==> config.mk <==
export PLATFORM = sky130hd
export DESIGN_NAME = mpcc_digit_cell
export DESIGN_NICKNAME = d
export VERILOG_FILES = /design/src/mpcc_pkg.sv /design/src/mpcc_digit_cell.sv
export SDC_FILE = /design/constraint.sdc
export NUM_CORES = 1
export LEC_CHECK = 0
export ABC_AREA = 1
export BUFFER_PORTS_ARGS = -buffer_cell sky130_fd_sc_hd__buf_4
export CORE_AREA = 2 2 123 125
export DETAILED_ROUTE_END_ITERATION = 16
export DIE_AREA = 0 0 125 127
export GPL_TIMING_DRIVEN = 0
export PLACE_DENSITY = 0.78
export SYNTH_ARGS = -nofsm -noshare
export SYNTH_HDL_FRONTEND = slang
export SYNTH_SLANG_ARGS = --single-unit
==> constraint.sdc <==
create_clock -name clock -period 15.8 [get_ports clock]
set_input_delay 0.79 -clock clock [delete_from_list [all_inputs] [get_ports clock]]
set_output_delay 0.79 -clock clock [all_outputs]
set_load 0.01 [all_outputs]
==> src/mpcc_pkg.sv <==
// Shared types and constants for the MD5 password candidate checker.
package mpcc_pkg;

   localparam int MAX_LEN    = 10;
   localparam int IDX_W      = 48;
   localparam int DIGIT_W    = 5;
   localparam int LEN_W      = 4;
   localparam int DIGEST_W   = 64;
   localparam int CSR_IDX_W  = 2;
   localparam int ROUNDS     = 64;

   localparam logic [CSR_IDX_W-1:0] CSR_LENGTH    = 2'd0;
   localparam logic [CSR_IDX_W-1:0] CSR_TARGET_LO = 2'd1;
   localparam logic [CSR_IDX_W-1:0] CSR_TARGET_HI = 2'd2;

   localparam logic [7:0] CHAR_A   = 8'h61;
   localparam logic [7:0] PAD_BYTE = 8'h80;
   localparam int         LEN_BYTE = 56;

   localparam logic [31:0] IV_A = 32'h67452301;
   localparam logic [31:0] IV_B = 32'hefcdab89;
   localparam logic [31:0] IV_C = 32'h98badcfe;
   localparam logic [31:0] IV_D = 32'h10325476;

   // Powers of 26, entry n is 26^n.
   localparam logic [IDX_W-1:0] POW26 [0:MAX_LEN] = '{
      48'd1, 48'd26, 48'd676, 48'd17576, 48'd456976, 48'd11881376,
      48'd308915776, 48'd8031810176, 48'd208827064576, 48'd5429503678976,
      48'd141167095653376
   };

   localparam logic [31:0] SINE_K [0:ROUNDS-1] = '{
      32'hd76aa478, 32'he8c7b756, 32'h242070db, 32'hc1bdceee,
      32'hf57c0faf, 32'h4787c62a, 32'ha8304613, 32'hfd469501,
      32'h698098d8, 32'h8b44f7af, 32'hffff5bb1, 32'h895cd7be,
      32'h6b901122, 32'hfd987193, 32'ha679438e, 32'h49b40821,
      32'hf61e2562, 32'hc040b340, 32'h265e5a51, 32'he9b6c7aa,
      32'hd62f105d, 32'h02441453, 32'hd8a1e681, 32'he7d3fbc8,
      32'h21e1cde6, 32'hc33707d6, 32'hf4d50d87, 32'h455a14ed,
      32'ha9e3e905, 32'hfcefa3f8, 32'h676f02d9, 32'h8d2a4c8a,
      32'hfffa3942, 32'h8771f681, 32'h6d9d6122, 32'hfde5380c,
      32'ha4beea44, 32'h4bdecfa9, 32'hf6bb4b60, 32'hbebfbc70,
      32'h289b7ec6, 32'heaa127fa, 32'hd4ef3085, 32'h04881d05,
      32'hd9d4d039, 32'he6db99e5, 32'h1fa27cf8, 32'hc4ac5665,
      32'hf4292244, 32'h432aff97, 32'hab9423a7, 32'hfc93a039,
      32'h655b59c3, 32'h8f0ccc92, 32'hffeff47d, 32'h85845dd1,
      32'h6fa87e4f, 32'hfe2ce6e0, 32'ha3014314, 32'h4e0811a1,
      32'hf7537e82, 32'hbd3af235, 32'h2ad7d2bb, 32'heb86d391
   };

   localparam int ROT_S [0:15] = '{7, 12, 17, 22, 5, 9, 14, 20,
                                  4, 11, 16, 23, 6, 10, 15, 21};

   typedef struct packed {
      logic                            valid;
      logic                            oor;
      logic [LEN_W-1:0]                len;
      logic [IDX_W-1:0]                idx;
      logic [IDX_W-1:0]                rest;
      logic [MAX_LEN-1:0][DIGIT_W-1:0] digits;
   } digit_stage_type;

   typedef struct packed {
      logic              valid;
      logic              oor;
      logic [IDX_W-1:0]  idx;
      logic [31:0]       a;
      logic [31:0]       b;
      logic [31:0]       c;
      logic [31:0]       d;
      logic [15:0][31:0] w;
   } round_stage_type;

   typedef struct packed {
      logic                matched;
      logic                oor;
      logic [IDX_W-1:0]    idx;
      logic [DIGEST_W-1:0] lo;
      logic [DIGEST_W-1:0] hi;
   } result_type;

endpackage

==> src/mpcc_digit_cell.sv <==
// One compare-and-subtract cell of the base-26 digit extraction chain.
module mpcc_digit_cell #(
   parameter int POS  = 0,
   parameter int SBIT = 0
) (
   input  logic                     clock,
   input  logic                     reset,
   input  logic                     adv,
   input  mpcc_pkg::digit_stage_type d_in,
   output mpcc_pkg::digit_stage_type d_out
);

   localparam logic [mpcc_pkg::IDX_W-1:0] STEP = mpcc_pkg::POW26[POS] << SBIT;

   mpcc_pkg::digit_stage_type stage_ff, stage_in;

   always_comb begin
      stage_in = d_in;
      // take this digit bit when the weighted step still fits
      if (d_in.rest >= STEP) begin
         stage_in.rest              = d_in.rest - STEP;
         stage_in.digits[POS][SBIT] = 1'b1;
      end
   end

   always_ff @(posedge clock) begin
      if (reset) begin
         stage_ff.valid <= 1'b0;
      end else if (adv) begin
         stage_ff <= stage_in;
      end
   end

   assign d_out = stage_ff;

endmodule

==> flow_summary.rst, run 1 <==
.. list-table::
   :header-rows: 1

   * - Metric
     - Value
   * - RD Place Congestion
     - 0.9174
   * - FP Rows
     - 44
   * - Final Hold Viols
     - 0
   * - Die H
     - 127 um
   * - Warnings, synthesis
     - 0
   * - Post-layout worst setup margin
     - 13.65 ns
   * - Proportion of synthesized chip area in sequential cells
     - 0.6957
   * - Post-synth top area share
     - 0.6927
   * - Wire length per cell
     - between 15 and 20 um
   * - Detailed-route wire length on metal 1
     - 7274 um
   * - Buffer cell driving the clock tree root
     - clkbuf_16
   * - Top_reg_cell synth
     - edfxtp_1
   * - Period minus WS final
     - 2.154 ns
   * - Maximum buffer depth of the clock tree
     - 2
   * - Final ANT Viol Nets
     - 0
   * - Vias
     - roughly 5300
   * - Cell types occupying the most area after synthesis
     - edfxtp_1 (69%), nand2_1 (8.6%), nor2_1 (6.3%), inv_1 (3.9%), xor2_1 (2.4%)
   * - Via density
     - 4.769
   * - Max FFs per register
     - 152
   * - Final Cycle Share
     - 0.1363
   * - Post-layout nets
     - 1070
   * - Routed met3 length
     - around 1300 um
   * - Mapped Nets
     - around 740
   * - Smallest hold slack
     - 0.4744 ns
   * - Status
     - finished, final reports clean
   * - Critical path fanouts, max
     - 3
   * - VDD IR max
     - between 0.06 and 0.07 mV
   * - Post-CTS clock slew at the launch and capture registers of the worst setup and hold paths
     - 0.07 ns
   * - TNS Setup
     - 0 ns
   * - Max Clock Skew
     - 0 ns
   * - Gate count after technology mapping
     - between 500 and 600
   * - Horizontal extent of the die
     - 125 um
   * - Number of setup buffers added after CTS
     - 0
   * - Power density of the placed cells
     - roughly 100 nW/um2
   * - Die area
     - 15880 um2
   * - Worst setup SP type
     - input pin
   * - Number of flip-flops and latches in the synthesized netlist
     - ~150
   * - Hold buffer count at CTS
     - 0
   * - Setup-failing EPs final
     - 0
   * - Cell type group with the largest total delay on the critical path
     - simple AND/OR/NAND/NOR gates
   * - Drt first pass iters
     - 4
   * - Critical path cell sequence
     - buf_4 > nor2_1 > nand2_1 > nor2_1 > nand2_1 > nor2_1 > nand2_1 > nand2_1 > nand2_1 > nand2_2 > inv_2
   * - Kind of end point of the critical path
     - register
   * - Mean instance size in the synthesized netlist
     - 11.21 um2
   * - Core area
     - between 10000 and 15000 um2
   * - Area leader, netlist
     - edfxtp_1
   * - Clock latency on the worst-skew pair
     - 0.42 ns
   * - Diode insertion count for antenna repair
     - 0
   * - GRT overflow
     - 0
   * - Relative area change from synthesis to final layout
     - 48.95%
   * - Static leakage
     - 4.329 nW
   * - Commonest cells in the synthesized netlist
     - edfxtp_1 (151), nand2_1 (150), nor2_1 (110), inv_1 (68), xor2_1 (18)
   * - Highest routing layer actually used
     - met4
   * - Starting density of the core
     - 0.4539
   * - CTS sink cnt
     - 152
   * - Achievable clock frequency
     - ~460 MHz
   * - DRC violation total after the first TritonRoute iteration
     - 397
   * - Port-buffer cells
     - 306
   * - Multi-input logic area
     - 1662 um2
   * - Share of layout cells above drive strength 1
     - 0.4114
   * - Buf+Inv Stages, Crit Path
     - 2
   * - Vias in the first global route
     - 5029
   * - TritonCTS clock tree
     - yes
   * - Max-slew violation count
     - 0
   * - Fillers
     - 1121
   * - Top-level port count
     - 307
   * - Critical path data arrival time
     - 2.34 ns
   * - Final HPWL DP
     - roughly 16000 um
   * - Count of flip-flops with a built-in enable after synthesis
     - 151
   * - Initial antenna violation count
     - 0
   * - Total wire length after detailed routing
     - 20140 um
   * - Global-route wire length before repair
     - 28970 um
   * - Sequential standard cell area
     - between 4000 and 5000 um2
   * - Setup repair after global routing missed its margin
     - no
   * - Depth of the CTS H-tree
     - 4
   * - Worst slew pin tran
     - 0.8522 ns
   * - Worst min-delay path class
     - register to register
   * - CP Class
     - input pin to register
   * - Post-Place Worst Slack
     - roughly 13 ns
   * - Area of the mapped netlist
     - 6546 um2
   * - Crit path top cell by count
     - nand2_1
   * - Max-capacitance violation count
     - 0
   * - Gr usage total
     - 0.2466
   * - Post-CTS Resized
     - 0
   * - Largest incremental delay on the critical path
     - ~0.37 ns
   * - Crit-path slowest cell
     - nor2_1
   * - Required @ worst endpoint
     - 15.99 ns
   * - Sum of met2 wire segment lengths after detailed routing
     - 10760 um
   * - Distinct cell type count after synthesis
     - 24
   * - Relative slew slack
     - 0.4305
   * - Number of buffers inserted during clock tree synthesis
     - 17
   * - Maximum number of pins on one net before global-route repair
     - 36
   * - DRC errors left
     - 0
   * - Async S/R FF share, synth
     - 0
   * - Most frequent cell after synthesis
     - edfxtp_1
worst min-delay path: cells and delay by family (launching register included):
kind	cells	cell delay (ns)
flops	1	0.31
simple gates	1	0.06
compound gates	1	0.05
final cells by class:
class,instances,area share
clock buffers,18,0.04401
multi-input cells,350,0.1704
clock inverters,14,0.01643
well taps,184,0.02361
flip-flops and latches,152,0.4671
repair buffers,310,0.2438
inverters,78,0.03003
plain buffers,4,0.004620
layout by cell type, fill, tap and decap left out:
cell type   instances
o21ai_0             3
ha_1                2
nor2_4              7
xnor2_1            10
nand2_1           150
and2_1              3
nor2b_1             1
bufinv_16           2
inv_1              68
inv_6               6
buf_4             306
nand2_2            12
clkbuf_1            1
buf_6               4
nand3b_1            6
clkbuf_16          17
or2_1               1
nand4_1             2
buf_12              4
inv_2              10
nand3_1            17
o21ai_2             2
nor2_1            109
clkinvlp_4          2
a21oi_1             2
clkinv_2            2
inv_8               2
edfxtp_1          151
and2_4              1
nand4_4             1
dfxtp_1             1
nor2_2              3
xor2_1             18
per-stage QoR:
| stage | power (mW) | std cells | util | instance area (um2) |
|---|---|---|---|---|
| 3_3_place_gp | 0.6137 | 1074 | 0.6291 | 9074 |
| 5_1_grt | 1.045 | 1110 | 0.6760 | 9751 |
| 6_report | 1.014 | 1110 | 0.6760 | 9751 |
| 3_5_place_dp | 0.6146 | 1078 | 0.6351 | 9161 |
| 4_1_cts | 1.021 | 1110 | 0.6760 | 9751 |
| 2_1_floorplan | 0.5313 | 584 | - | 6546 |
power by group:
part	internal, mW	switching (mW)	total (mW)
combinational	0.0643	0.0599	0.124
sequential	0.474	0.00753	0.481
clock	0.237	0.171	0.409
worst paths after layout:
path,start,endpoint,slack (ns),depth (start not counted)
worst max register to register,d_out[151],d_out[151],15.22,2
worst min register to register,d_out[151],d_out[151],0.47,2
worst min-delay path,d_out[151],d_out[151],0.47,2
worst max-delay path,d_in[66],d_out[87],13.65,11
kinds of logic after synthesis:
| group | after synthesis | synth area share |
|---|---|---|
| compound gates | 7 | 0.006498 |
| flops | 152 | 0.6957 |
| buf+inv | 82 | 0.05160 |
| simple gates | 313 | 0.2049 |
| xor+xnor | 28 | 0.03746 |
| fa+ha+maj | 2 | 0.003822 |
layer usage:
metal,GRT usage,vias up
li1,-,2543
met1,0.2678,2470
met2,0.4498,234
met3,0.06281,47
met4,0.1209,0
met5,0,-
(Power assumes the default switching activity.)
==> run 2, diff against run 1 <==
- clock period: 15.8 -> 2.2 ns (I/O delays scaled with it)
==> flow_summary.rst, run 2 (same netlist as run 1, synthesis figures left out) <==
.. list-table::
   :header-rows: 1

   * - Metric
     - Value
   * - Status
     - finished, final reports clean
   * - Critical path data arrival time
     - 2.11 ns
   * - Overall power after layout
     - ~7.3 mW
   * - Static leakage
     - about 4.8 nW
   * - Worst hold start
     - d_in[86]
   * - Top library cells by usage in the layout, fill and taps aside
     - buf_4 (306), edfxtp_1 (151), nand2_1 (150), nor2_1 (109), dlygate4sd3_1 (106)
   * - DRC violation total after the first TritonRoute iteration
     - 488
   * - CP Class
     - input pin to register
   * - Smallest hold slack
     - approximately 0.035 ns
   * - Share of layout cells above drive strength 1
     - 0.3653
   * - Switching power summed over all nets
     - 1.785 mW
   * - Worst slew pin tran
     - 0.6682 ns
   * - Relative slew slack
     - 0.5535
   * - CTS sink cnt
     - 152
   * - Most common library cell in the layout ignoring fill and taps
     - buf_4
   * - Post-layout nets
     - 1177
   * - GRT overflow
     - 0
   * - Horizontal extent of the die
     - between 100 and 150 um
   * - Share of total power consumed by net switching
     - 0.2431
   * - Part of the total power dissipated in combinational logic
     - 0.150
   * - Sequential cell fraction of total power
     - 0.474
   * - Via density
     - 4.832
   * - Period minus WS final
     - 1.983 ns
   * - Setup-failing EPs final
     - 0
   * - Number of buffers inserted during clock tree synthesis
     - 17
   * - Vias
     - just under 6000
   * - Vias in the first global route
     - between 5000 and 6000
   * - Largest incremental delay on the critical path
     - between 0.5 and 0.6 ns
   * - Total wire length after detailed routing
     - 24420 um
   * - Setup repair after global routing missed its margin
     - no
   * - FP Rows
     - 44
   * - Placed Area
     - 9209 um2
   * - Max Clock Skew
     - 0 ns
   * - Achievable clock frequency
     - 504.3 MHz
   * - Internal power
     - between 5 and 6 mW
   * - Start point of the critical path
     - reset
   * - Initial antenna violation count
     - 3
   * - Final ANT Viol Nets
     - 0
   * - Clock latency on the worst-skew pair
     - 0.42 ns
   * - Worst setup SP type
     - input pin
   * - Final HPWL DP
     - 16100 um
   * - Port-buffer cells
     - 306
   * - Final std cell area, no fill
     - 10810 um2
   * - RD Place Congestion
     - 0.9256
   * - Kind of end point of the critical path
     - register
   * - Gr usage total
     - 0.3021
   * - Beginning of the worst register-to-register path
     - d_out[151]
   * - Post-CTS clock slew at the launch and capture registers of the worst setup and hold paths
     - ~0.060 ns
   * - Depth of the CTS H-tree
     - 4
   * - Maximum buffer depth of the clock tree
     - 2
   * - Die area
     - 15880 um2
   * - Drt first pass iters
     - 4
   * - Crit path top cell by count
     - buf_12
   * - Relative area change from synthesis to final layout
     - 65.12%
   * - Final Cycle Share
     - 0.9013
   * - Maximum number of pins on one net before global-route repair
     - 33
   * - Core area
     - 14420 um2
   * - Final Hold Viols
     - 0
   * - Required @ worst endpoint
     - about 2.3 ns
   * - Wire length per cell
     - 20.07 um
   * - TNS Setup
     - 0 ns
   * - Die H
     - approximately 130 um
   * - Global-route wire length before repair
     - 35430 um
   * - Post-CTS Resized
     - 0
   * - Buffer cell driving the clock tree root
     - clkbuf_16
   * - Critical path cell sequence
     - dlygate4sd3_1 > buf_4 > nor2_4 > buf_12 > buf_12 > buf_16
   * - Max-slew violation count
     - 0
   * - Starting density of the core
     - 0.4539
   * - DRC errors left
     - 0
   * - Max-capacitance violation count
     - 0
   * - Number of setup buffers added after CTS
     - 0
   * - Power density of the placed cells
     - between 600 and 700 nW/um2
   * - Relative contribution of the clock network to total power
     - 0.377
   * - Worst min-delay path class
     - input pin to register
   * - Max FFs per register
     - around 150
   * - TritonCTS clock tree
     - yes
   * - Critical path fanouts, max
     - 32
   * - Top-level port count
     - about 300
   * - VDD IR max
     - approximately 0.60 mV
   * - Fillers
     - 924
   * - Crit-path slowest cell
     - dlygate4sd3_1
run 2: repair_timing:
| action | CTS | global route |
|---|---|---|
| hold buffers | 106 | 0 |
| endpoints found under the hold margin | 105 | 0 |
| endpoints found under the setup margin | 0 | 0 |
run 2: worst paths after layout:
path                              endpoint  slack [ns]  cells past startpoint
worst min register to register  d_out[151]        1.02                      3
worst max register to register  d_out[151]        1.10                      3
worst min-delay path             d_out[86]        0.03                      3
worst max-delay path            d_out[122]        0.22                      6
run 2: cell type report:
class | count | area, um2 | area share
sequential | 152 | 4554 | 0.4213
timing repair buffer | 417 | 3473 | 0.3213
multi-input combinational | 350 | 1662 | 0.1537
clock buffer | 21 | 440.4 | 0.04075
inverter | 78 | 305.3 | 0.02824
tap | 184 | 230.2 | 0.02130
clock inverter | 10 | 96.34 | 0.008913
buffer | 4 | 45.04 | 0.004167
antenna | 1 | 2.502 | 0.0002315
run 2: power by group through the flow:
| stage | registers [mW] | logic (mW) | clock network [mW] |
|---|---|---|---|
| 2_1_floorplan | 3.63 | 0.169 | 0 |
| 3_3_place_gp | 3.52 | 0.863 | 0 |
| 3_5_place_dp | 3.52 | 0.904 | 0 |
| 4_1_cts | 3.46 | 1.07 | 2.74 |
| 5_1_grt | 3.49 | 1.15 | 2.91 |
| 6_report | 3.48 | 1.10 | 2.77 |
run 2: metal layers:
metal,part of all wire,global-route usage,vias to the layer above
met5,0.0011,0,-
met4,0.047,0.1451,4
met3,0.067,0.08668,60
met2,0.51,0.5297,292
met1,0.37,0.3414,2759
li1,-,-,2765
run 2: worst max-delay path: cells and delay by family:
kind	cells	cell delay [ns]
AND/OR/NAND/NOR	1	0.51
buffers and inverters	5	1.46
run 2: through the flow:
stage	setup slack [ns]	util	std cells
floorplan	-0.5732	-	584
CTS	0.2847	0.7492	1216
global placement	-1.599	0.6305	1074
finish	0.2171	0.7494	1217
detailed placement	0.2818	0.6384	1079
global route	0.1373	0.7494	1217
