--- src/mpcc_pkg.sv ---
// Shared types and constants for the MD5 password candidate checker.
package mpcc_pkg;

   localparam int MAX_LEN    = 10;
   localparam int IDX_W      = 48;
   localparam int DIGIT_W    = 5;
   localparam int LEN_W      = 4;
   localparam int DIGEST_W   = 64;
   localparam int CSR_IDX_W  = 2;
   localparam int ROUNDS     = 64;

   localparam logic [CSR_IDX_W-1:0] CSR_LENGTH    = 2'd0;
   localparam logic [CSR_IDX_W-1:0] CSR_TARGET_LO = 2'd1;
   localparam logic [CSR_IDX_W-1:0] CSR_TARGET_HI = 2'd2;

   localparam logic [7:0] CHAR_A   = 8'h61;
   localparam logic [7:0] PAD_BYTE = 8'h80;
   localparam int         LEN_BYTE = 56;

   localparam logic [31:0] IV_A = 32'h67452301;
   localparam logic [31:0] IV_B = 32'hefcdab89;
   localparam logic [31:0] IV_C = 32'h98badcfe;
   localparam logic [31:0] IV_D = 32'h10325476;

   // Powers of 26, entry n is 26^n.
   localparam logic [IDX_W-1:0] POW26 [0:MAX_LEN] = '{
      48'd1, 48'd26, 48'd676, 48'd17576, 48'd456976, 48'd11881376,
      48'd308915776, 48'd8031810176, 48'd208827064576, 48'd5429503678976,
      48'd141167095653376
   };

   localparam logic [31:0] SINE_K [0:ROUNDS-1] = '{
      32'hd76aa478, 32'he8c7b756, 32'h242070db, 32'hc1bdceee,
      32'hf57c0faf, 32'h4787c62a, 32'ha8304613, 32'hfd469501,
      32'h698098d8, 32'h8b44f7af, 32'hffff5bb1, 32'h895cd7be,
      32'h6b901122, 32'hfd987193, 32'ha679438e, 32'h49b40821,
      32'hf61e2562, 32'hc040b340, 32'h265e5a51, 32'he9b6c7aa,
      32'hd62f105d, 32'h02441453, 32'hd8a1e681, 32'he7d3fbc8,
      32'h21e1cde6, 32'hc33707d6, 32'hf4d50d87, 32'h455a14ed,
      32'ha9e3e905, 32'hfcefa3f8, 32'h676f02d9, 32'h8d2a4c8a,
      32'hfffa3942, 32'h8771f681, 32'h6d9d6122, 32'hfde5380c,
      32'ha4beea44, 32'h4bdecfa9, 32'hf6bb4b60, 32'hbebfbc70,
      32'h289b7ec6, 32'heaa127fa, 32'hd4ef3085, 32'h04881d05,
      32'hd9d4d039, 32'he6db99e5, 32'h1fa27cf8, 32'hc4ac5665,
      32'hf4292244, 32'h432aff97, 32'hab9423a7, 32'hfc93a039,
      32'h655b59c3, 32'h8f0ccc92, 32'hffeff47d, 32'h85845dd1,
      32'h6fa87e4f, 32'hfe2ce6e0, 32'ha3014314, 32'h4e0811a1,
      32'hf7537e82, 32'hbd3af235, 32'h2ad7d2bb, 32'heb86d391
   };

   localparam int ROT_S [0:15] = '{7, 12, 17, 22, 5, 9, 14, 20,
                                  4, 11, 16, 23, 6, 10, 15, 21};

   typedef struct packed {
      logic                            valid;
      logic                            oor;
      logic [LEN_W-1:0]                len;
      logic [IDX_W-1:0]                idx;
      logic [IDX_W-1:0]                rest;
      logic [MAX_LEN-1:0][DIGIT_W-1:0] digits;
   } digit_stage_type;

   typedef struct packed {
      logic              valid;
      logic              oor;
      logic [IDX_W-1:0]  idx;
      logic [31:0]       a;
      logic [31:0]       b;
      logic [31:0]       c;
      logic [31:0]       d;
      logic [15:0][31:0] w;
   } round_stage_type;

   typedef struct packed {
      logic                matched;
      logic                oor;
      logic [IDX_W-1:0]    idx;
      logic [DIGEST_W-1:0] lo;
      logic [DIGEST_W-1:0] hi;
   } result_type;

endpackage

--- src/mpcc_round_cell.sv ---
// One MD5 round cell: a single step of the compression function.
module mpcc_round_cell #(
   parameter int RND = 0
) (
   input  logic                      clock,
   input  logic                      reset,
   input  logic                      adv,
   input  mpcc_pkg::round_stage_type r_in,
   output mpcc_pkg::round_stage_type r_out
);

   localparam int GRP = RND / 16;
   localparam int G   = (GRP == 0) ? RND :
                        (GRP == 1) ? ((5 * RND + 1) % 16) :
                        (GRP == 2) ? ((3 * RND + 5) % 16) : ((7 * RND) % 16);
   localparam int S   = mpcc_pkg::ROT_S[GRP * 4 + RND % 4];

   mpcc_pkg::round_stage_type stage_ff, stage_in;
   logic [31:0] f_val;
   logic [31:0] sum;
   logic [31:0] rot;

   always_comb begin
      case (GRP)
         0:       f_val = (r_in.b & r_in.c) | (~r_in.b & r_in.d);
         1:       f_val = (r_in.d & r_in.b) | (~r_in.d & r_in.c);
         2:       f_val = r_in.b ^ r_in.c ^ r_in.d;
         default: f_val = r_in.c ^ (r_in.b | ~r_in.d);
      endcase
      sum = r_in.a + f_val + mpcc_pkg::SINE_K[RND] + r_in.w[G];
      rot = (sum << S) | (sum >> (32 - S));
      stage_in   = r_in;
      stage_in.a = r_in.d;
      stage_in.d = r_in.c;
      stage_in.c = r_in.b;
      stage_in.b = r_in.b + rot;
   end

   always_ff @(posedge clock) begin
      if (reset) begin
         stage_ff.valid <= 1'b0;
      end else if (adv) begin
         stage_ff <= stage_in;
      end
   end

   assign r_out = stage_ff;

endmodule

--- config.mk ---
export PLATFORM = sky130hd
export DESIGN_NAME = mpcc_round_cell
export DESIGN_NICKNAME = d
export VERILOG_FILES = /design/src/mpcc_pkg.sv /design/src/mpcc_round_cell.sv
export SDC_FILE = /design/constraint.sdc
export NUM_CORES = 1
export LEC_CHECK = 0
export BUFFER_PORTS_ARGS = -buffer_cell sky130_fd_sc_hd__buf_2
export CORE_AREA = 2 2 537 539
export DETAILED_ROUTE_END_ITERATION = 10
export DIE_AREA = 0 0 539 541
export GPL_TIMING_DRIVEN = 0
export PLACE_DENSITY = 0.3
export SLEW_MARGIN = 20
export SYNTH_ARGS = -nofsm -noshare
export SYNTH_HDL_FRONTEND = slang
export SYNTH_SLANG_ARGS = --single-unit
--- constraint.sdc ---
create_clock -name clock -period 40.5 [get_ports clock]
set_input_delay 4.05 -clock clock [delete_from_list [all_inputs] [get_ports clock]]
set_output_delay 4.05 -clock clock [all_outputs]
set_load 0.1 [all_outputs]
==> qor.yml, run 1 <==
synth_warnings: 0
seq_area_frac_synth: 0.797
peakVddDrop_mv: 0.0438
die-height_um: 541
synth-seq-cells: 690
area_delta_synth_final_pct: 61.2
numCtsBuffers: 104
p_per_area_nw_per_um2: 67.3
maxCapViolCount: 0
grt_start_max_net_pins: 30
crit_chain: "buf_2 -> mux2i_1 -> fa_1 -> inv_1 -> fa_1 -> ha_1 -> a211oi_1 -> o21ai_1 -> o211ai_1 -> a31oi_1 -> o41ai_2 -> xnor2_1 -> ha_1 -> a211oi_1 -> nor2_1 -> a21o_1 -> a21bo_2 -> a2111oi_2 -> o21a_1 -> o311ai_0"
slowest_delay_ns: 0.74
largest_reg_flops: 690
status: "finished, final reports clean"
syn_area_um2: 26000
path_delay_family: "compound AO/OA/AOI/OAI gates"
drv_slew: 0
ys.flop_type: "edfxtp_1"
max_freq_mhz: 102
yosysTopAreaCell: "edfxtp_1"
fin_crit_sh: 0.241
io_pins: 1383
grt_antenna_before_repair: 218
stdcell_area_um2: 41900
crit_arrival_ns: 10.21
synth-edff-count: 689
die-area_um2: 292000
clk_path_buf_depth: 4
hold_viol: 0
finalWirelength_um: 189000
drt_iter0_drc: 1253
synth_cells: 1408
finalSetupTns_ns: 0
criticalPathCategory: "primary input to flip-flop"
tightest_slew_ns: 0.907
die_w_um: 539
cpMaxStageDelayCell: "o41ai_2"
vias_per_cell: 2.90
hp-class: "flip-flop to flip-flop"
fill_cells: 32200
fin_skew_ns: 0
setup_viol: 0
place.gp.congestion: 0.863
synth_area_leaders: "edfxtp_1 (80%), ha_1 (4.3%), fa_1 (2.5%), inv_1 (2.0%), xnor2_1 (1.2%)"
p_leak_nw: 16.7
drive_above_1_share: 0.533
start_util: 0.0907
critical_path_depth: 20
htreeDepth: 3
postRouteAntennaNets: 0
synth_top_area_frac: 0.796
fin_crit_ns: 9.76
firstDrtPassIters: 5
ys_async_sr_fraction: 0
core-area_um2: 286000
crit_fanout: 5
grt_pass1_vias: 20200
postCtsSetupBuffers: 0
drcViolationCount: 0
path_buf_inv: 2
cts_resized: 0
cp.required_ns: 40.95
dpl_cell_area_um2: 38400
grt_pass1_wl_um: 234000
cts_hold_buffers: 0
synth_nets: 2224
clk_latency_ns: 0.79
vias: 19800
ys_types: 54
cts_tree: "done"
rsz0062_at_grt: "false"
clockRootBuffer: "clkbuf_16"
fin_nets: 3745
dp_hpwl_um: 164000
wl_per_cell_um: 27.7
fp-row-count: 197
holdPathStages: 2
cts_num_sinks: 690
syn_avg_cell_area_um2: 18.5
overflow: 0
endpoint_kind: "flip-flop"
cp-start-kind: "primary input"
slew-limit-headroom: 0.387
portBuffers: 1382
reg2reg_depth: 2
clk_pin_slew_worst_paths_ns: 0.06
grt_usage: 0.125
==> cells by family after synthesis <==
| logic type | count (synthesis) | synth area share |
|---|---|---|
| compound gates | 198 | 0.0515 |
| xor+xnor | 49 | 0.0165 |
| fa+ha+maj | 123 | 0.0687 |
| buf+inv | 151 | 0.0218 |
| flops | 690 | 0.797 |
| mux | 36 | 0.0146 |
| simple gates | 161 | 0.0300 |
==> layer usage <==
metal,up-vias,track usage,wire length (um)
met2,1207,0.218,92800
met3,364,0.0641,23600
met4,78,0.0274,4530
li1,8502,-,-
met1,9693,0.134,67700
met5,-,0,518
==> Yosys cell counts (all sizes together), types with 20 or more instances <==
cell type / instances
ha: 90
a21o: 27
o21ai: 32
nor2: 41
mux2i: 21
xnor2: 35
a21oi: 60
nand2: 33
inv: 136
fa: 33
nand3: 20
nor3: 26
edfxtp: 689
==> where the power goes <==
part | total (mW) | switching (mW) | internal, mW
registers | 0.886 | 0.0167 | 0.869
clock network | 0.937 | 0.380 | 0.557
logic | 0.997 | 0.776 | 0.222
total | 2.82 | 1.17 | 1.65
==> metrics by stage <==
stage	hold WS, ns	cells	util	setup slack [ns]	total power, mW
after floorplan	0.971	1408	-	4.20	1.66
after global placement	0.487	6571	0.131	-17.06	1.97
after detailed placement	0.509	6604	0.134	29.85	1.91
after CTS	0.537	6787	0.146	30.69	2.89
after global routing	0.563	6800	0.146	30.39	2.96
final	0.535	6840	0.146	30.74	2.82
==> worst register-to-register path: stages, from the launching register on <==
cell     delay [ns]
dfxtp_1        0.32
mux2i_1        0.13
nor2_1         0.06
==> final cells by class <==
class | count | area, um2 | area share
sequential | 690 | 20700 | 0.494
timing repair buffer | 1415 | 7640 | 0.182
tap | 3781 | 4730 | 0.113
multi-input combinational | 567 | 4720 | 0.113
clock buffer | 117 | 2720 | 0.0648
clock inverter | 66 | 693 | 0.0165
inverter | 136 | 510 | 0.0122
antenna | 53 | 133 | 0.00316
buffer | 15 | 56.3 | 0.00134
==> cell usage in the layout, fill, tap and decap left out, types with 5 or more instances in the layout <==
| cell type | synthesis | routed |
|---|---|---|
| nand3_1 | 20 | 20 |
| mux2i_1 | 21 | 21 |
| inv_6 | 0 | 7 |
| clkinv_2 | 0 | 20 |
| diode_2 | 0 | 53 |
| and3_1 | 5 | 5 |
| nand4_1 | 10 | 10 |
| buf_2 | 0 | 1382 |
| o211ai_1 | 8 | 8 |
| inv_1 | 136 | 136 |
| o21ai_0 | 27 | 27 |
| ha_1 | 90 | 90 |
| nor2_1 | 41 | 41 |
| clkinvlp_4 | 0 | 12 |
| bufinv_16 | 0 | 12 |
| nand2b_1 | 6 | 6 |
| buf_16 | 0 | 8 |
| clkbuf_16 | 0 | 107 |
| mux2_2 | 15 | 15 |
| nand2_1 | 33 | 33 |
| clkbuf_1 | 15 | 25 |
| buf_12 | 0 | 25 |
| clkinv_1 | 0 | 11 |
| fa_1 | 33 | 33 |
| edfxtp_1 | 689 | 689 |
| nor3_1 | 26 | 26 |
| xnor2_1 | 35 | 35 |
| o21ai_1 | 5 | 5 |
| a21o_1 | 27 | 27 |
| o21bai_1 | 11 | 11 |
| xor2_1 | 14 | 14 |
| o21a_1 | 14 | 14 |
| a21oi_1 | 59 | 59 |
| a211oi_1 | 7 | 7 |
| nor2b_1 | 8 | 7 |
==> path summary, 6_finish.rpt <==
kind	startpoint	to	slack [ns]
worst max-delay path	r_in[578]	r_out[606]	30.74
worst min-delay path	r_out[689]	r_out[689]	0.53
worst max register to register	r_out[689]	r_out[689]	39.89
worst min register to register	r_out[689]	r_out[689]	0.53
Power figures use the tool's default switching activity.
==> run 2: changes to the inputs <==
Settings changed: ABC_AREA from default to 1, CORE_AREA 2 2 537 539 to 2 2 543 545, DIE_AREA 0 0 539 541 to 0 0 545 547.
Clock period 40.5 ns to 9.6 ns, I/O delays scaled along.
==> run 2 against run 1 <==
Compared with the run above: clock-buffer cell count down 5; sequential power grew to 4.2 times the previous value; hold slack got worse by 0.22 ns; critical path depth grew 5; synthesized area grew 2.0%; non-clock buffer count decreased by 13; register-to-register slack worse by 31 ns; largest cell class unchanged.
==> qor.yml, run 2 <==
drt_iter0_drc: 1180  # was 1253
drcViolationCount: 0  # unchanged
max_freq_mhz: 177
grt_pass1_vias: 21500  # was 20.2k
final_util: 0.146  # about the same
p_per_area_nw_per_um2: 282  # was 67.3 nW/um2
yosysTopAreaCell: "edfxtp_1"  # unchanged
crit_fanout: 5  # unchanged
min-delay-start: "r_in[221]"  # was r_out[689]
cts_num_sinks: 690  # unchanged
preCtsSetupSlack_ns: 2.74  # was 29.85 ns
grt_start_max_net_pins: 29  # was 30
hold_viol: 0  # unchanged
hp-class: "primary input to flip-flop"  # was flip-flop to flip-flop
firstDrtPassIters: 5  # unchanged
dp_hpwl_um: 175000  # was 164000 um
synth_cells: 1680  # was 1408
portBuffers: 1382  # unchanged
rsz0062_at_grt: "false"  # unchanged
drive_above_1_share: 0.491  # was 0.533
cellInternalPower_mw: 6.80  # was 1.65 mW
overflow: 0  # unchanged
criticalPathCategory: "primary input to flip-flop"  # unchanged
cts_resized: 0  # unchanged
r2r_start: "r_out[689]"  # unchanged
ys_types: 33  # was 54
ys.flop_type: "edfxtp_1"  # unchanged
synth_area_leaders: "edfxtp_1 (78%), ha_1 (4.2%), nand2_1 (4.2%), inv_1 (3.4%), fa_1 (2.5%)"  # was edfxtp_1 (80%), ha_1 (4.3%), fa_1 (2.5%), inv_1 (2.0%), xnor2_1 (1.2%)
cts_tree: "done"  # unchanged
finalWirelength_um: 200000  # was 189000 um
synth-seq-cells: 690  # unchanged
numCtsBuffers: 102  # was 104
endpoint_kind: "flip-flop"  # unchanged
clk_path_buf_depth: 4  # unchanged
grt_antenna_before_repair: 196  # was 218
tightest_slew_ns: 0.836  # was 0.907 ns
crit_arrival_ns: 6.14  # was 10.21 ns
p_seq_frac: 0.310  # was 0.314
hold_end: "r_out[221]"  # was r_out[689]
postRouteAntennaNets: 0  # unchanged
synth_top_area_frac: 0.780  # was 0.796
die-area_um2: 298000  # was 292000 um2
cts_hold_buffers: 0  # unchanged
r2r_slack_ns: 9.02  # was 39.89 ns
ys_async_sr_fraction: 0  # unchanged
slew-limit-headroom: 0.446  # was 0.387
pwr-share-comb: 0.364  # was 0.354
place.gp.congestion: 0.854  # was 0.863
start_util: 0.0906  # was 0.0907
die-height_um: 547  # was 541 um
final_cells: 7237  # was 6840
sw_frac_of_total: 0.435  # was 0.416
fp-row-count: 199  # was 197
seq_area_frac_synth: 0.781  # was 0.797
dp_cells: 7016  # was 6604
setup_viol: 0  # unchanged
largest_reg_flops: 690  # unchanged
stdcell_area_um2: 42600  # was 41900 um2
synth.most_common_cell: "edfxtp_1"  # unchanged
finalSetupTns_ns: 0  # unchanged
fin_crit_ns: 5.64
synth_warnings: 0  # unchanged
reg2reg_depth: 2  # unchanged
area_delta_synth_final_pct: 60.7  # was 61.2%
status: "finished, final reports clean"  # unchanged
maxCapViolCount: 0  # unchanged
power_mw: 12.0  # was 2.82 mW
final_common_cell: "buf_2"  # unchanged
die_w_um: 545  # was 539 um
io_pins: 1383  # unchanged
setup_ws_ns: 3.96  # was 30.74 ns
timing.rr.end: "r_out[689]"  # unchanged
yosys-top-cells-count: "edfxtp_1 (689), nand2_1 (300), inv_1 (237)"  # was edfxtp_1 (689), inv_1 (136), ha_1 (90)
holdPathStages: 1  # was 2
clk_pin_slew_worst_paths_ns: 0.06  # about the same
cp-start-kind: "primary input"  # unchanged
vias: 20900  # was 19.8k
fin_skew_ns: 0  # unchanged
power_frac_clock: 0.326  # was 0.332
dpl_cell_area_um2: 39200  # was 38400 um2
syn_avg_cell_area_um2: 15.8  # was 18.5 um2
htreeDepth: 3  # unchanged
clockRootBuffer: "clkbuf_16"  # unchanged
switching_power_mw: 5.23  # was 1.17 mW
grt_usage: 0.129  # was 0.125
cp.required_ns: 10.09  # was 40.95 ns
fin_nets: 4017  # was 3745
core-area_um2: 293000  # was 286000 um2
syn_area_um2: 26500  # was 26000 um2
clk_latency_ns: 0.79  # about the same
wl_per_cell_um: 27.7  # about the same
p_leak_nw: 17.5  # was 16.7 nW
synth_nets: 2496  # was 2224
holdWs_ns: 0.315  # was 0.535 ns
postCtsSetupBuffers: 0  # unchanged
vias_per_cell: 2.89  # was 2.90
synth-edff-count: 689  # unchanged
fin_crit_sh: 0.588
peakVddDrop_mv: 0.174  # was 0.0438 mV
final_cell_mix: "buf_2 (1382), edfxtp_1 (689), nand2_1 (300), inv_1 (236), clkbuf_16 (103)"  # was buf_2 (1382), edfxtp_1 (689), inv_1 (136), clkbuf_16 (107), ha_1 (90)
drv_slew: 0  # unchanged
grt_pass1_wl_um: 245000  # was 234000 um
## run 2: worst max path at each step
| stage | start | to | slack (ns) | cells past startpoint |
|---|---|---|---|---|
| floorplan | adv | r_out[0] | -1.96 | 2 |
| global placement | adv | r_out[363] | -9.37 | 3 |
| detailed placement | r_in[583] | r_out[599] | 2.74 | 24 |
| CTS | r_in[583] | r_out[599] | 3.60 | 24 |
| global route | r_in[583] | r_out[599] | 3.46 | 26 |
| finish | r_in[577] | r_out[606] | 3.96 | 25 |
## run 2: cells by family after synthesis
logic type	count (synthesis)	synth area share
AOI/OAI and AO/OA	109	0.0227
DFF	690	0.781
adders and majority gates	123	0.0674
buffers and inverters	238	0.0337
and+or+nand+nor	452	0.0706
xor gates and xnor gates	37	0.0122
muxes	31	0.0123
## run 2: critical path, stage by stage
cell	delay, ns
buf_2	0.20
mux2_2	0.39
fa_1	0.69
ha_1	0.22
ha_1	0.23
inv_1	0.11
fa_1	0.51
inv_1	0.13
nand2_1	0.07
nand3_2	0.15
nand2_1	0.07
nand2_1	0.19
nand3_1	0.13
nand3_1	0.10
nand2_1	0.23
ha_1	0.52
nand3_1	0.13
nand2_2	0.20
nand2_1	0.08
nand2_1	0.12
nand3_1	0.09
nand2_1	0.24
nand2_1	0.13
nand3_1	0.09
nand2_1	0.12
## run 2: power by group through the flow
stage / Clock (mW) / Combinational [mW] / Sequential, mW
after global routing: 4.22 / 4.69 / 3.76
final: 3.93 / 4.38 / 3.73
after CTS: 4.14 / 4.50 / 3.73
after detailed placement: 0 / 4.47 / 3.79
after global placement: 0 / 4.48 / 3.87
after floorplan: 0 / 1.22 / 5.59
## run 2: layout make-up
class / count / area [um2]
Sequential cell: 690 / 20700
Multi-Input combinational cell: 752 / 4920
Timing Repair Buffer: 1417 / 7720
Tap cell: 3919 / 4900
Clock buffer: 112 / 2620
Fill cell: 32900 / 250000
Inverter: 238 / 906
Antenna cell: 39 / 97.6
Clock inverter: 70 / 737
## run 2: metal layers
metal  up-vias  global-route usage  wire (um)
met5         -                   0        389
met4        64              0.0202       3350
met3       294              0.0585      23600
met2      1261               0.226      98500
met1     10200               0.145      74500
li1       9058                   -          -
